<file path="config.mk">
export PLATFORM = sky130hd
export DESIGN_NAME = double_byte_rle_frame_decoder_unit
export DESIGN_NICKNAME = d
export VERILOG_FILES = /design/src/rtl/core/dbrle_pkg.sv /design/src/rtl/core/double_byte_rle_frame_decoder_unit.sv /design/src/rtl/core/dbrle_core.sv
export SDC_FILE = /design/constraint.sdc
export NUM_CORES = 1
export LEC_CHECK = 0
export BUFFER_PORTS_ARGS = -buffer_cell sky130_fd_sc_hd__buf_2
export CORE_MARGIN = 1.5
export CORE_UTILIZATION = 35
export DETAILED_ROUTE_END_ITERATION = 10
export GPL_TIMING_DRIVEN = 0
export PLACE_DENSITY = 0.56
export SLEW_MARGIN = 10
export SYNTH_ARGS = -nofsm -noshare
export SYNTH_HDL_FRONTEND = slang
export SYNTH_HIERARCHICAL = 1
export SYNTH_SLANG_ARGS = --single-unit
</file>
<file path="constraint.sdc">
create_clock -name clk -period 6.28 [get_ports clk]
set_clock_uncertainty 0.1 [all_clocks]
set_input_delay 1.256 -clock clk [delete_from_list [all_inputs] [get_ports clk]]
set_output_delay 1.256 -clock clk [all_outputs]
set_load 0.1 [all_outputs]
</file>
<file path="src/rtl/core/dbrle_pkg.sv">
// Shared types and constants for the double-byte run-length frame decoder.
package dbrle_pkg;

	// Source sector and frame line length in bytes, and its shift amount.
	localparam int unsigned LINE_BYTES    = 256;
	localparam int unsigned LINE_SHIFT    = 8;
	localparam int unsigned MAX_LINES_DEF = 212;

	// Marker bytes in the source stream.
	localparam logic [7:0] EOF_LEAD    = 8'hFF;
	localparam logic [7:0] EOF_TAIL    = 8'h1A;
	localparam logic [7:0] SECTOR_MARK = 8'h01;
	localparam logic [7:0] COUNT_NOP   = 8'd2;

	// Line count thresholds and the image heights they select.
	localparam int unsigned LINES_LOW  = 150;
	localparam int unsigned LINES_MID  = 190;
	localparam int unsigned LINES_HIGH = 200;
	localparam logic [7:0]  HEIGHT_LOW  = 8'd140;
	localparam logic [7:0]  HEIGHT_MID  = 8'd180;
	localparam logic [7:0]  HEIGHT_HIGH = 8'd192;
	localparam logic [7:0]  HEIGHT_FULL = 8'd200;
	localparam logic [3:0]  LEFT_SHIFT_PIX = 4'd8;

	typedef struct packed {
		logic [7:0] cur_byte;
		logic [7:0] ahead_one;
		logic [7:0] ahead_two;
		logic [7:0] ahead_three;
		logic       final_byte;
	} src_item_t;

	typedef struct packed {
		logic        write_valid;
		logic [15:0] write_addr;
		logic [7:0]  fill_len;
		logic [7:0]  fill_value;
		logic        finished;
		logic [7:0]  lines_used;
		logic [7:0]  image_height;
		logic [3:0]  left_offset;
	} dec_result_t;

endpackage

</file>
<file path="src/rtl/core/double_byte_rle_frame_decoder_unit.sv">
// Top level of the double-byte run-length frame decoder with its stream ports.
//
// The block takes one source byte per input beat, together with the next three
// source bytes as lookahead and a flag that marks the last byte, and emits at
// most one frame write command per beat: a start address, a run length (1 for
// a literal byte) and a fill value. A byte equal to its predecessor arms a
// repeat, and the byte after it is a count: values above two fill count-2
// copies, zero and one step the write pointer back by two or one bytes
// (saturating at zero), and two does nothing. The repeat state resets at every
// 256-byte source sector. Decoding ends on FF 1A, on 01 01 01 01 at a sector
// start, on the last byte, or when the frame is full; the ending beat has
// tlast set and carries the line count, image height and left offset. Beats
// after the end are consumed silently until reset. Each input beat passes through
// an input register and a result register, and the block sustains one beat per
// clock while m_tready is not held low; the decoder state update for a byte is
// combinational from the state registers, which is what allows this rate.
module double_byte_rle_frame_decoder_unit #(
	parameter int unsigned MAX_LINES = dbrle_pkg::MAX_LINES_DEF
) (
	input  logic        clk,
	input  logic        arst_n,
	input  logic        s_tvalid,
	output logic        s_tready,
	// [7:0] cur_byte, [15:8] ahead_one, [23:16] ahead_two, [31:24] ahead_three
	input  logic [31:0] s_tdata,
	// final_byte
	input  logic        s_tlast,
	output logic        m_tvalid,
	input  logic        m_tready,
	// [15:0] write_addr, [23:16] fill_len, [31:24] fill_value, [39:32] lines_used,
	// [47:40] image_height, [51:48] left_offset, [55:52] zero
	output logic [55:0] m_tdata,
	// write_valid
	output logic        m_tuser,
	// finished
	output logic        m_tlast
);

	dbrle_pkg::src_item_t   item_s1;
	logic                   valid_s1;
	dbrle_pkg::dec_result_t res;
	dbrle_pkg::dec_result_t res_s2;
	logic                   has_res;
	logic                   advance;
	logic                   step;

	// The result register can take a new beat when it is empty or being drained.
	assign advance  = !m_tvalid || m_tready;
	assign step     = valid_s1 && advance;
	assign s_tready = !valid_s1 || advance;

	always_ff @(posedge clk or negedge arst_n) begin
		if (!arst_n) begin
			valid_s1 <= 1'b0;
		end else if (s_tready) begin
			valid_s1 <= s_tvalid;
		end
	end

	always_ff @(posedge clk) begin
		if (s_tready && s_tvalid) begin
			item_s1.cur_byte    <= s_tdata[7:0];
			item_s1.ahead_one   <= s_tdata[15:8];
			item_s1.ahead_two   <= s_tdata[23:16];
			item_s1.ahead_three <= s_tdata[31:24];
			item_s1.final_byte  <= s_tlast;
		end
	end

	dbrle_core #(
		.MAX_LINES(MAX_LINES)
	) u_core (
		.clk    (clk),
		.arst_n (arst_n),
		.step   (step),
		.item   (item_s1),
		.res    (res),
		.has_res(has_res)
	);

	always_ff @(posedge clk or negedge arst_n) begin
		if (!arst_n) begin
			m_tvalid <= 1'b0;
		end else if (advance) begin
			m_tvalid <= step && has_res;
		end
	end

	always_ff @(posedge clk) begin
		if (step) begin
			res_s2 <= res;
		end
	end

	assign m_tdata = {4'd0, res_s2.left_offset, res_s2.image_height, res_s2.lines_used,
		res_s2.fill_value, res_s2.fill_len, res_s2.write_addr};
	assign m_tuser = res_s2.write_valid;
	assign m_tlast = res_s2.finished;

`ifndef SYNTH
	// A beat that writes nothing exists only to report the end of decoding.
	assert property (@(posedge clk) disable iff (!arst_n)
		m_tvalid && !m_tuser |-> m_tlast)
		else $error("result beat carries neither a write nor the finish");

	// Once the finishing beat is taken, no further results appear.
	assert property (@(posedge clk) disable iff (!arst_n)
		m_tvalid && m_tready && m_tlast |=> !m_tvalid)
		else $error("result beat after decoding finished");

	// Every write covers at least one frame byte.
	assert property (@(posedge clk) disable iff (!arst_n)
		m_tvalid && m_tuser |-> m_tdata[23:16] != 8'd0)
		else $error("write beat with zero length");
`endif

endmodule

</file>
<file path="src/rtl/core/dbrle_core.sv">
// Decoder state and the combinational step logic for one source byte.
module dbrle_core #(
	parameter int unsigned MAX_LINES = dbrle_pkg::MAX_LINES_DEF
) (
	input  logic                   clk,
	input  logic                   arst_n,
	input  logic                   step,
	input  dbrle_pkg::src_item_t   item,
	output dbrle_pkg::dec_result_t res,
	output logic                   has_res
);

	localparam int unsigned FRAME_BYTES = dbrle_pkg::LINE_BYTES * MAX_LINES;
	localparam int unsigned PTR_W       = $clog2(FRAME_BYTES + 1);
	localparam int unsigned LINES_W     = PTR_W - dbrle_pkg::LINE_SHIFT;
	localparam logic [PTR_W-1:0] FRAME_END = PTR_W'(FRAME_BYTES);

	logic [7:0]       sector_q;
	logic [7:0]       prev_q;
	logic             rep_q;
	logic [PTR_W-1:0] wp_q;
	logic             stop_q;
	logic [31:0]      ff_q;

	logic [7:0]       sector_n;
	logic [7:0]       prev_n;
	logic             rep_n;
	logic [PTR_W-1:0] wp_n;
	logic             stop_n;
	logic [31:0]      ff_n;

	logic             at_start;
	logic             sector_end;
	logic             eof_mark;
	logic             rep_eff;
	logic [7:0]       prev_eff;
	logic [PTR_W-1:0] room;
	logic [7:0]       cnt_m2;
	logic [7:0]       run_len;
	logic [PTR_W-1:0] back;
	logic [PTR_W:0]   end_sum;
	logic [LINES_W-1:0] lines;
	logic             fin;

	always_comb begin
		at_start   = (sector_q == 8'd0);
		sector_end = at_start && (item.cur_byte == dbrle_pkg::SECTOR_MARK)
			&& (item.ahead_one == dbrle_pkg::SECTOR_MARK)
			&& (item.ahead_two == dbrle_pkg::SECTOR_MARK)
			&& (item.ahead_three == dbrle_pkg::SECTOR_MARK);
		eof_mark   = (item.cur_byte == dbrle_pkg::EOF_LEAD)
			&& (item.ahead_one == dbrle_pkg::EOF_TAIL);
		rep_eff    = at_start ? 1'b0 : rep_q;
		prev_eff   = at_start ? ~item.cur_byte : prev_q;
		room       = FRAME_END - wp_q;
		cnt_m2     = item.cur_byte - dbrle_pkg::COUNT_NOP;
		run_len    = (PTR_W'(cnt_m2) > room) ? room[7:0] : cnt_m2;
		back       = (item.cur_byte == 8'd0) ? PTR_W'(2) : PTR_W'(1);

		sector_n = sector_q;
		prev_n   = prev_q;
		rep_n    = rep_q;
		wp_n     = wp_q;
		stop_n   = stop_q;
		ff_n     = ff_q;
		fin      = 1'b0;
		res      = '0;

		if (!stop_q) begin
			if (sector_end) begin
				fin = 1'b1;
			end else begin
				rep_n  = rep_eff;
				prev_n = prev_eff;
				if (eof_mark) begin
					fin = 1'b1;
				end else begin
					if (rep_eff) begin
						// The count byte after a doubled byte.
						rep_n = 1'b0;
						if (item.cur_byte > dbrle_pkg::COUNT_NOP) begin
							res.write_valid = 1'b1;
							res.write_addr  = 16'(wp_q);
							res.fill_len    = run_len;
							res.fill_value  = prev_eff;
							wp_n            = wp_q + PTR_W'(run_len);
						end else if (item.cur_byte < dbrle_pkg::COUNT_NOP) begin
							wp_n = (wp_q >= back) ? wp_q - back : '0;
						end
						prev_n = ~item.ahead_one;
					end else begin
						rep_n           = (item.cur_byte == prev_eff);
						prev_n          = item.cur_byte;
						res.write_valid = 1'b1;
						res.write_addr  = 16'(wp_q);
						res.fill_len    = 8'd1;
						res.fill_value  = item.cur_byte;
						wp_n            = wp_q + PTR_W'(1);
					end
					sector_n = sector_q + 8'd1;
					if (wp_n >= FRAME_END || item.final_byte) begin
						fin = 1'b1;
					end
				end
			end
		end

		// Track the first four frame bytes for the left offset decision.
		end_sum = {1'b0, wp_q} + (PTR_W+1)'(res.fill_len);
		for (int a = 0; a < 4; a++) begin
			if (res.write_valid && (wp_q <= PTR_W'(a)) && ((PTR_W+1)'(a) < end_sum)) begin
				ff_n[a*8 +: 8] = res.fill_value;
			end
		end

		lines = wp_n[PTR_W-1:dbrle_pkg::LINE_SHIFT];
		if (fin) begin
			stop_n         = 1'b1;
			res.finished   = 1'b1;
			res.lines_used = 8'(lines);
			if (lines < LINES_W'(dbrle_pkg::LINES_LOW)) begin
				res.image_height = dbrle_pkg::HEIGHT_LOW;
				if (ff_n == 32'd0) begin
					res.left_offset = dbrle_pkg::LEFT_SHIFT_PIX;
				end
			end else if (lines < LINES_W'(dbrle_pkg::LINES_MID)) begin
				res.image_height = dbrle_pkg::HEIGHT_MID;
			end else if (lines < LINES_W'(dbrle_pkg::LINES_HIGH)) begin
				res.image_height = dbrle_pkg::HEIGHT_HIGH;
			end else begin
				res.image_height = dbrle_pkg::HEIGHT_FULL;
			end
		end
		has_res = res.write_valid || fin;
	end

	always_ff @(posedge clk or negedge arst_n) begin
		if (!arst_n) begin
			sector_q <= '0;
			prev_q   <= '0;
			rep_q    <= 1'b0;
			wp_q     <= '0;
			stop_q   <= 1'b0;
			ff_q     <= '0;
		end else if (step) begin
			sector_q <= sector_n;
			prev_q   <= prev_n;
			rep_q    <= rep_n;
			wp_q     <= wp_n;
			stop_q   <= stop_n;
			ff_q     <= ff_n;
		end
	end

endmodule
</file>
==> flow_summary.html, run 1 <==
<table>
<tr><th>Metric</th><th>Value</th></tr>
<tr><th colspan="2">Timing</th></tr>
<tr><td>Setup violations, final</td><td>0</td></tr>
<tr><td>Final hold violation count</td><td>0</td></tr>
<tr><td>RSZ-0062 raised after global routing</td><td>true</td></tr>
<tr><td>Slew at the pin closest to its max-slew limit</td><td>1170 ps</td></tr>
<tr><td>Final critical delay including setup and external delays</td><td>6190 ps</td></tr>
<tr><td>Final cycle utilization of the critical path</td><td>98.5%</td></tr>
<tr><td>Max Transition Viols Final</td><td>0</td></tr>
<tr><td>Worst slew margin relative to its limit</td><td>22.1%</td></tr>
<tr><td>Fmax</td><td>0.162 GHz</td></tr>
<tr><td>Post-Route Setup TNS</td><td>0 ps</td></tr>
<tr><th colspan="2">Worst setup path</th></tr>
<tr><td>Nature of the critical path endpoint</td><td>register</td></tr>
<tr><td>Category of the most critical setup path</td><td>reg2reg</td></tr>
<tr><td>Bufs and invs on worst path</td><td>6</td></tr>
<tr><td>Worst EP arrival</td><td>6250 ps</td></tr>
<tr><td>Kind of cell adding the most delay to the critical path</td><td>simple AND/OR/NAND/NOR gates</td></tr>
<tr><td>Critical-path maximum fanout</td><td>6</td></tr>
<tr><td>Startpoint class of the critical path</td><td>register</td></tr>
<tr><td>Cell with the biggest individual delay on the critical path</td><td>dfrtp_1</td></tr>
<tr><td>Required time of the critical path</td><td>6350 ps</td></tr>
<tr><td>Delay of the slowest critical-path stage</td><td>390 ps</td></tr>
<tr><th colspan="2">Run</th></tr>
<tr><td>Number of maximum-capacitance violations</td><td>0</td></tr>
<tr><th colspan="2">CTS</th></tr>
<tr><td>Inserted Clock Buffers</td><td>17</td></tr>
<tr><td>Maximum number of buffers from clock root to sink</td><td>2</td></tr>
<tr><td>Clk slew on worst S/H paths</td><td>70 ps</td></tr>
<tr><td>Skew-Pair Late Insertion Delay</td><td>430 ps</td></tr>
<tr><td>CTS sink count</td><td>155</td></tr>
<tr><td>Buffer type at the clock tree root</td><td>clkbuf_16</td></tr>
<tr><td>Clock tree from TritonCTS</td><td>yes</td></tr>
<tr><td>Number of hold buffers added after cts</td><td>0</td></tr>
<tr><td>CTS H-Tree Depth</td><td>4</td></tr>
<tr><th colspan="2">Route</th></tr>
<tr><td>First-pass detailed-route iteration total</td><td>6</td></tr>
<tr><td>Initial drt markers</td><td>620</td></tr>
<tr><td>Routed vias</td><td>~8.1k</td></tr>
<tr><td>Post-detailed-route via-to-cell ratio</td><td>5.47</td></tr>
<tr><td>DRC</td><td>0</td></tr>
<tr><td>WL per Instance</td><td>~19 um</td></tr>
<tr><td>Drt total wl</td><td>28100 um</td></tr>
<tr><td>Number of routed nets with antenna violations</td><td>0</td></tr>
<tr><th colspan="2">Power and ir drop</th></tr>
<tr><td>Part of the total power dissipated in combinational logic</td><td>10.6%</td></tr>
<tr><td>Relative contribution of the clock network to total power</td><td>44.0%</td></tr>
<tr><td>Internal power contribution</td><td>0.00177 W</td></tr>
<tr><td>Power per unit of standard cell area</td><td>206 mW/mm^2</td></tr>
<tr><td>LEAKAGE</td><td>4.96 nW</td></tr>
<tr><td>Proportion of power drawn by flip-flops and latches</td><td>45.4%</td></tr>
<tr><td>Net switching share of the total power</td><td>27.5%</td></tr>
<tr><td>Largest vdd supply drop</td><td>~0.00017 V</td></tr>
<tr><td>Total net switching power</td><td>0.000673 W</td></tr>
<tr><th colspan="2">Logic synthesis</th></tr>
<tr><td>Number of flops mapped to enable cells by yosys</td><td>87</td></tr>
<tr><td>Cell variety after synth</td><td>85</td></tr>
<tr><td>Per-instance average area after synthesis</td><td>9.83 um^2</td></tr>
<tr><td>Flop and latch count out of synthesis</td><td>155</td></tr>
<tr><td>Yosys top cell by area</td><td>edfxtp_1</td></tr>
<tr><td>Biggest area contributors in the synthesized netlist</td><td>edfxtp_1, dfrtp_1, ha_1, nand2_1, o21ai_0</td></tr>
<tr><td>Asr flop ratio synth</td><td>43.9%</td></tr>
<tr><td>Instance count of the mapped netlist</td><td>~960</td></tr>
<tr><td>Synth top area share</td><td>between 20% and 30%</td></tr>
<tr><td>Sequential area share after synthesis</td><td>45.5%</td></tr>
<tr><td>Total standard cell area after synthesis</td><td>0.00948 mm^2</td></tr>
<tr><td>Predominant post-synthesis flop cell</td><td>edfxtp_1</td></tr>
<tr><td>Number of warnings reported in the yosys synthesis log</td><td>6</td></tr>
<tr><th colspan="2">Placement</th></tr>
<tr><td>Dpl hpwl</td><td>between 15000 and 20000 um</td></tr>
<tr><td>Final Wtd Congestion</td><td>0.918</td></tr>
<tr><td>Instance area after placement</td><td>0.0104 mm^2</td></tr>
<tr><td>Number of port buffers</td><td>92</td></tr>
<tr><th colspan="2">Cells and area</th></tr>
<tr><td>Utilization of the core after routing</td><td>44.3%</td></tr>
<tr><td>Number of nets in the final layout</td><td>1193</td></tr>
<tr><td>Count of filler cells inserted in the layout</td><td>~2.6k</td></tr>
<tr><td>Final Cell Area</td><td>0.0118 mm^2</td></tr>
<tr><td>Share of final-layout standard cells stronger than drive strength 1</td><td>around 29%</td></tr>
<tr><td>Total inserted antenna cells</td><td>0</td></tr>
<tr><td>Area growth from synthesis to final layout</td><td>25.0%</td></tr>
<tr><th colspan="2">Global routing</th></tr>
<tr><td>First-pass GRT wire length</td><td>43100 um</td></tr>
<tr><td>Via count of the first global-routing pass</td><td>7639</td></tr>
<tr><td>Number of antenna violations at the first check in global routing</td><td>0</td></tr>
<tr><td>Largest net degree at the start of global routing</td><td>56</td></tr>
<tr><td>Total Routing Usage GR</td><td>19.9%</td></tr>
<tr><td>GRT overflow</td><td>0</td></tr>
<tr><th colspan="2">Die</th></tr>
<tr><td>Die Span X</td><td>168 um</td></tr>
<tr><td>Floorplan core area</td><td>0.0267 mm^2</td></tr>
<tr><td>Site Rows</td><td>60</td></tr>
<tr><td>Count of boundary I/O pins</td><td>just under 100</td></tr>
<tr><td>Initial Util</td><td>35.5%</td></tr>
<tr><td>Total die area</td><td>between 0.02 and 0.03 mm^2</td></tr>
<tr><td>Y dimension of the die</td><td>~170 um</td></tr>
<tr><th colspan="2">Min path</th></tr>
<tr><td>Tightest Hold Check Type</td><td>reg2reg</td></tr>
<tr><th colspan="2">Run status</th></tr>
<tr><td>Result of the run</td><td>complete, no violations</td></tr>
</table>
cell usage after synthesis, types with 8 or more instances:
library cell  instances
o211ai_1             15
mux2i_1              15
a21o_1                8
mux2_2               25
nand4_1              13
nor3_1               22
o21a_1                8
o21ai_0              68
inv_1                42
nand3_1              28
clkbuf_1             37
buf_4                15
a31oi_1              15
edfxtp_1             87
nor2_1               73
xor2_1               16
buf_2                10
nor4_1               16
xnor2_1              28
nor2b_1              11
and2_1               11
dfrtp_1              68
ha_1                 34
a21oi_1              50
a211oi_1              9
nand2_1             101
worst min-delay path, stage by stage (launching register included):
cell and delay [ps]:
dfrtp_1 330, nand2_1 40, o21ai_0 60
cell usage in the layout, fill, tap and decap left out, types with 31 or more instances in the layout:
cell,n
edfxtp_1,87
dfrtp_1,64
buf_4,50
inv_1,37
nand2_1,97
o21ai_0,63
buf_2,98
nor2_1,71
clkbuf_1,31
a21oi_1,45
power by group through the flow:
stage               logic (W)  clock network [W]  registers, W
finish               0.000259            0.00107       0.00111
global route         0.000274            0.00114       0.00111
CTS                  0.000243            0.00110       0.00111
detailed placement   0.000233                  0       0.00113
global placement     0.000230                  0       0.00113
floorplan           0.0000798                  0       0.00123
metrics by stage:
stage          worst slack [ps]  hold slack (ps)  std cells  total power [W]
2_1_floorplan               271              341        971          0.00131
3_3_place_gp              -1430              354       1404          0.00136
3_5_place_dp              -1400              364       1405          0.00137
4_1_cts                   -21.8              379       1456          0.00245
5_1_grt                    -150              397       1473          0.00253
6_report                   91.6              378       1473          0.00244
cells by family after synthesis:
group,after synthesis,share of synthesized area (%)
mux,41,4.71
fa+ha+maj,37,5.12
flops,155,45.5
other cells,2,0.0793
simple gates,335,18.2
xor+xnor,44,4.07
buf+inv,114,5.64
compound gates,236,16.6
metal layers:
| metal | part of all wire [%] | track usage, % | vias to the layer above |
|---|---|---|---|
| met5 | 0 | 0 | - |
| met4 | 2.2 | 6.70 | 0 |
| met3 | 5.7 | 3.50 | 46 |
| met2 | 48 | 32.5 | 289 |
| met1 | 44 | 26.8 | 3908 |
| li1 | - | - | 3821 |
what timing repair did:
action	in CTS	in global routing
pin swaps	15	34
gates cloned	0	1
buffers inserted	21	17
gates resized for setup	44	77
endpoints found under the setup margin	52	49
flip-flops by register name, indices dropped and copies added, names as in the netlist:
register         flops
u_core/sector_q      8
m_tlast              1
item_s1             33
u_core/wp_q         16
u_core/prev_q        8
m_tvalid             1
valid_s1             1
u_core/ff_q         32
m_tdata             52
u_core/rep_q         1
u_core/stop_q        1
m_tuser              1
layout make-up:
class | count | area (um^2) | share of cell area, %
tap | 341 | 427 | 3.60
buffer | 65 | 384 | 3.24
timing repair buffer | 132 | 825 | 6.96
clock buffer | 17 | 425 | 3.59
sequential | 155 | 4320 | 36.5
inverter | 46 | 173 | 1.46
clock inverter | 15 | 180 | 1.52
multi-input combinational | 702 | 5110 | 43.2
final timing paths:
path                       slack [ps]                  to  depth (start not counted)       startpoint
min                               380     u_core/ff_q[18]                          2  u_core/ff_q[18]
min in group asynchronous         610      u_core/wp_q[3]                          1           arst_n
min reg2reg                       380     u_core/ff_q[18]                          2  u_core/ff_q[18]
max                                90         m_tdata[51]                         27   u_core/wp_q[4]
max reg2reg                        90         m_tdata[51]                         27   u_core/wp_q[4]
max in group asynchronous        4920  u_core/sector_q[6]                          2           arst_n
(Power assumes the default switching activity.)
==> run 2: changes to the inputs <==
- CORE_ASPECT_RATIO: default -> 1.75
- CORE_MARGIN: 1.5 -> 2
==> flow_summary.html, run 2 (synthesized netlist as in run 1, its figures left out) <==
<table>
<tr><th>Metric</th><th>Value</th></tr>
<tr><th colspan="2">Min path</th></tr>
<tr><td>Tightest Hold Check Type</td><td>reg2reg</td></tr>
<tr><th colspan="2">Route</th></tr>
<tr><td>First-pass detailed-route iteration total</td><td>6 (unchanged)</td></tr>
<tr><td>Routed vias</td><td>8238 (+2.2%)</td></tr>
<tr><td>DRC</td><td>0 (unchanged)</td></tr>
<tr><td>Post-detailed-route via-to-cell ratio</td><td>5.65 (+3.1%)</td></tr>
<tr><td>WL per Instance</td><td>21.2 um (+11%)</td></tr>
<tr><td>Drt total wl</td><td>30900 um (+10%)</td></tr>
<tr><td>Number of routed nets with antenna violations</td><td>0 (unchanged)</td></tr>
<tr><td>Initial drt markers</td><td>521 (-16%)</td></tr>
<tr><th colspan="2">CTS</th></tr>
<tr><td>CTS sink count</td><td>155 (unchanged)</td></tr>
<tr><td>Skew-Pair Late Insertion Delay</td><td>450 ps (+20 ps)</td></tr>
<tr><td>Clk slew on worst S/H paths</td><td>70 ps (about the same)</td></tr>
<tr><td>Buffer type at the clock tree root</td><td>clkbuf_16</td></tr>
<tr><td>CTS H-Tree Depth</td><td>4 (unchanged)</td></tr>
<tr><td>Inserted Clock Buffers</td><td>17 (unchanged)</td></tr>
<tr><td>Clock tree from TritonCTS</td><td>yes</td></tr>
<tr><td>Maximum number of buffers from clock root to sink</td><td>2 (unchanged)</td></tr>
<tr><td>Number of hold buffers added after cts</td><td>0 (unchanged)</td></tr>
<tr><th colspan="2">Global routing</th></tr>
<tr><td>GR Util met2</td><td>40.4% (+7.9 points)</td></tr>
<tr><td>First-pass GRT wire length</td><td>46300 um (+7.6%)</td></tr>
<tr><td>Number of antenna violations at the first check in global routing</td><td>0 (unchanged)</td></tr>
<tr><td>Via count of the first global-routing pass</td><td>8221 (+7.6%)</td></tr>
<tr><td>Met1 Resource Use GR</td><td>21.7% (-5.1 points)</td></tr>
<tr><td>GRT overflow</td><td>0 (unchanged)</td></tr>
<tr><td>Total Routing Usage GR</td><td>21.7% (+1.8 points)</td></tr>
<tr><td>Routing usage on met3</td><td>3.98% (+0.48 points)</td></tr>
<tr><td>Largest net degree at the start of global routing</td><td>61 (+8.9%)</td></tr>
<tr><td>Most used routing layer</td><td>met2</td></tr>
<tr><th colspan="2">Worst setup path</th></tr>
<tr><td>Timing startpoint of the critical path</td><td>u_core/wp_q[0]</td></tr>
<tr><td>Delay of the slowest critical-path stage</td><td>560 ps (+170 ps)</td></tr>
<tr><td>Nature of the critical path endpoint</td><td>register</td></tr>
<tr><td>Critical-path maximum fanout</td><td>12 (+6)</td></tr>
<tr><td>Required time of the critical path</td><td>6410 ps (+60 ps)</td></tr>
<tr><td>Instance count on the critical path</td><td>26 (-3.7%)</td></tr>
<tr><td>Bufs and invs on worst path</td><td>6 (unchanged)</td></tr>
<tr><td>Worst EP arrival</td><td>6420 ps (+170 ps)</td></tr>
<tr><td>Setup crit end</td><td>m_tdata[34]</td></tr>
<tr><td>Startpoint class of the critical path</td><td>register</td></tr>
<tr><td>Kind of cell adding the most delay to the critical path</td><td>simple AND/OR/NAND/NOR gates</td></tr>
<tr><td>Cell with the biggest individual delay on the critical path</td><td>dfrtp_2</td></tr>
<tr><td>Startpoint of the worst-slack reg-to-reg timing path</td><td>u_core/wp_q[0]</td></tr>
<tr><td>Worst R2R Path Depth</td><td>26 (-3.7%)</td></tr>
<tr><td>Critical register-to-register path endpoint</td><td>m_tdata[34]</td></tr>
<tr><td>Setup slack, reg-to-reg</td><td>-0.7 ps (-90 ps)</td></tr>
<tr><td>Category of the most critical setup path</td><td>reg2reg</td></tr>
<tr><th colspan="2">Placement</th></tr>
<tr><td>Final Wtd Congestion</td><td>0.974 (+6.1%)</td></tr>
<tr><td>Inst Count DP</td><td>1388 (-1.2%)</td></tr>
<tr><td>Worst setup timing slack at the placement stage</td><td>-1720 ps (-319 ps)</td></tr>
<tr><td>Instance area after placement</td><td>0.0104 mm^2 (-0.20%)</td></tr>
<tr><td>Dpl hpwl</td><td>22600 um (+13%)</td></tr>
<tr><td>Number of port buffers</td><td>92 (unchanged)</td></tr>
<tr><th colspan="2">Timing</th></tr>
<tr><td>Final cycle utilization of the critical path</td><td>100% (+1.5 points)</td></tr>
<tr><td>Max Transition Viols Final</td><td>0 (unchanged)</td></tr>
<tr><td>Fmax</td><td>0.159 GHz (-1.5%)</td></tr>
<tr><td>Setup violations, final</td><td>1 (+1)</td></tr>
<tr><td>RSZ-0062 raised after global routing</td><td>true</td></tr>
<tr><td>Final hold violation count</td><td>0 (unchanged)</td></tr>
<tr><td>Slew at the pin closest to its max-slew limit</td><td>992 ps (-176 ps)</td></tr>
<tr><td>Final critical delay including setup and external delays</td><td>6280 ps (+92.3 ps)</td></tr>
<tr><td>Slack of the critical path</td><td>-0.717 ps (-92.3 ps)</td></tr>
<tr><td>Worst slew margin relative to its limit</td><td>33.8% (+12 points)</td></tr>
<tr><th colspan="2">Cells and area</th></tr>
<tr><td>Final Cell Area</td><td>0.0121 mm^2 (+1.7%)</td></tr>
<tr><td>Number of nets in the final layout</td><td>1196 (+0.25%)</td></tr>
<tr><td>Flip-flop count of the largest register, all copies and words added</td><td>52 (unchanged)</td></tr>
<tr><td>Area used by multi-input combinational logic</td><td>0.00531 mm^2 (+3.8%)</td></tr>
<tr><td>Number of non-filler instances in the completed layout</td><td>1459 (-0.95%)</td></tr>
<tr><td>Leading cell types in the layout, fill and taps excluded</td><td>nand2_1, buf_2, edfxtp_1, nor2_1, dfrtp_1</td></tr>
<tr><td>Area growth from synthesis to final layout</td><td>27.2%</td></tr>
<tr><td>Count of filler cells inserted in the layout</td><td>2535 (-1.8%)</td></tr>
<tr><td>Utilization of the core after routing</td><td>45.3% (+0.99 points)</td></tr>
<tr><td>Share of final-layout standard cells stronger than drive strength 1</td><td>30.4% (+1.5 points)</td></tr>
<tr><td>Total inserted antenna cells</td><td>0 (unchanged)</td></tr>
<tr><td>FF/Latch Area</td><td>0.00432 mm^2 (about the same)</td></tr>
<tr><th colspan="2">Die</th></tr>
<tr><td>Floorplan core area</td><td>0.0266 mm^2 (-0.51%)</td></tr>
<tr><td>Count of boundary I/O pins</td><td>97 (unchanged)</td></tr>
<tr><td>Y dimension of the die</td><td>222 um (+32%)</td></tr>
<tr><td>Initial Util</td><td>35.6% (+0.18 points)</td></tr>
<tr><td>Die Span X</td><td>128 um (-23%)</td></tr>
<tr><td>Site Rows</td><td>79 (+32%)</td></tr>
<tr><td>Total die area</td><td>0.0285 mm^2 (+1.4%)</td></tr>
<tr><th colspan="2">Run</th></tr>
<tr><td>Number of maximum-capacitance violations</td><td>0 (unchanged)</td></tr>
<tr><th colspan="2">Power and ir drop</th></tr>
<tr><td>Largest vdd supply drop</td><td>0.000235 V (+39%)</td></tr>
<tr><td>LEAKAGE</td><td>5.04 nW (+1.7%)</td></tr>
<tr><td>Power per unit of standard cell area</td><td>201 mW/mm^2 (-2.5%)</td></tr>
<tr><th colspan="2">Run status</th></tr>
<tr><td>Result of the run</td><td>finished with violations</td></tr>
<tr><td>Violations in the final reports</td><td>setup timing</td></tr>
</table>
[run 2: cell types whose count changed in the layout (fill, tap and decap cells not counted), moves of 3 or more]
| cell | previous run | this run |
|---|---|---|
| ha_4 | 4 | 9 |
| mux2_4 | 1 | 6 |
| inv_6 | 6 | 1 |
| mux2_2 | 25 | 20 |
| ha_1 | 26 | 22 |
| clkbuf_8 | 0 | 3 |
| o2111ai_1 | 4 | 1 |
| inv_4 | 0 | 4 |
[run 2: tightest hold or removal path, stage by stage (launching register included)]
cell and delay, ps:
dfrtp_1 340, nand2_1 50, o21ai_0 60
[run 2: worst min path at each step]
stage | from | slack (ps) | to | cells after the start
3_5_place_dp | u_core/ff_q[7] | 370 | u_core/ff_q[7] | 2
5_1_grt | u_core/ff_q[2] | 410 | u_core/ff_q[2] | 2
2_1_floorplan | u_core/ff_q[23] | 340 | u_core/ff_q[23] | 2
3_3_place_gp | u_core/ff_q[7] | 360 | u_core/ff_q[7] | 2
6_report | u_core/ff_q[7] | 380 | u_core/ff_q[7] | 2
4_1_cts | u_core/ff_q[7] | 380 | u_core/ff_q[7] | 2
[run 2: layout make-up]
class / count / area share, %
timing repair buffer: 135 / 7.06
multi-input combinational: 702 / 44.1
inverter: 46 / 1.48
tap: 324 / 3.36
clock buffer: 22 / 4.11
sequential: 155 / 35.9
buffer: 65 / 3.21
clock inverter: 10 / 0.841
[run 2: repair_timing]
| item | in CTS | in global routing |
|---|---|---|
| resized for setup | 78 | 76 |
| buffers inserted | 17 | 24 |
| pin swaps | 18 | 31 |
| endpoints found under the setup margin | 53 | 49 |
| gates cloned | 0 | 1 |
[run 2: where the power goes]
part	internal (W)	leakage, nW	switching [W]	total [W]
registers	0.00110	1.78	0.00000850	0.00111
logic	0.0000668	2.97	0.000192	0.000258
clock network	0.000606	0.291	0.000446	0.00105
total	0.00178	5.04	0.000647	0.00242
[run 2: per-stage QoR]
| step | hold slack, ps | TNS, ps | power, W |
|---|---|---|---|
| 5_1_grt | 412 | -1310 | 0.00251 |
| 3_5_place_dp | 369 | -69120 | 0.00137 |
| 2_1_floorplan | 341 | 0 | 0.00131 |
| 6_report | 381 | -0.717 | 0.00242 |
| 4_1_cts | 384 | 0 | 0.00243 |
| 3_3_place_gp | 358 | -68790 | 0.00136 |
[run 2: metal layers]
metal  wire (um)  part of all wire, %  vias to the layer above
li1            -                    -                     3809
met1       10400                   34                     4015
met2       17200                   56                      307
met3        1500                  4.9                      107
met4        1820                  5.9                        0
met5           0                    0                        -
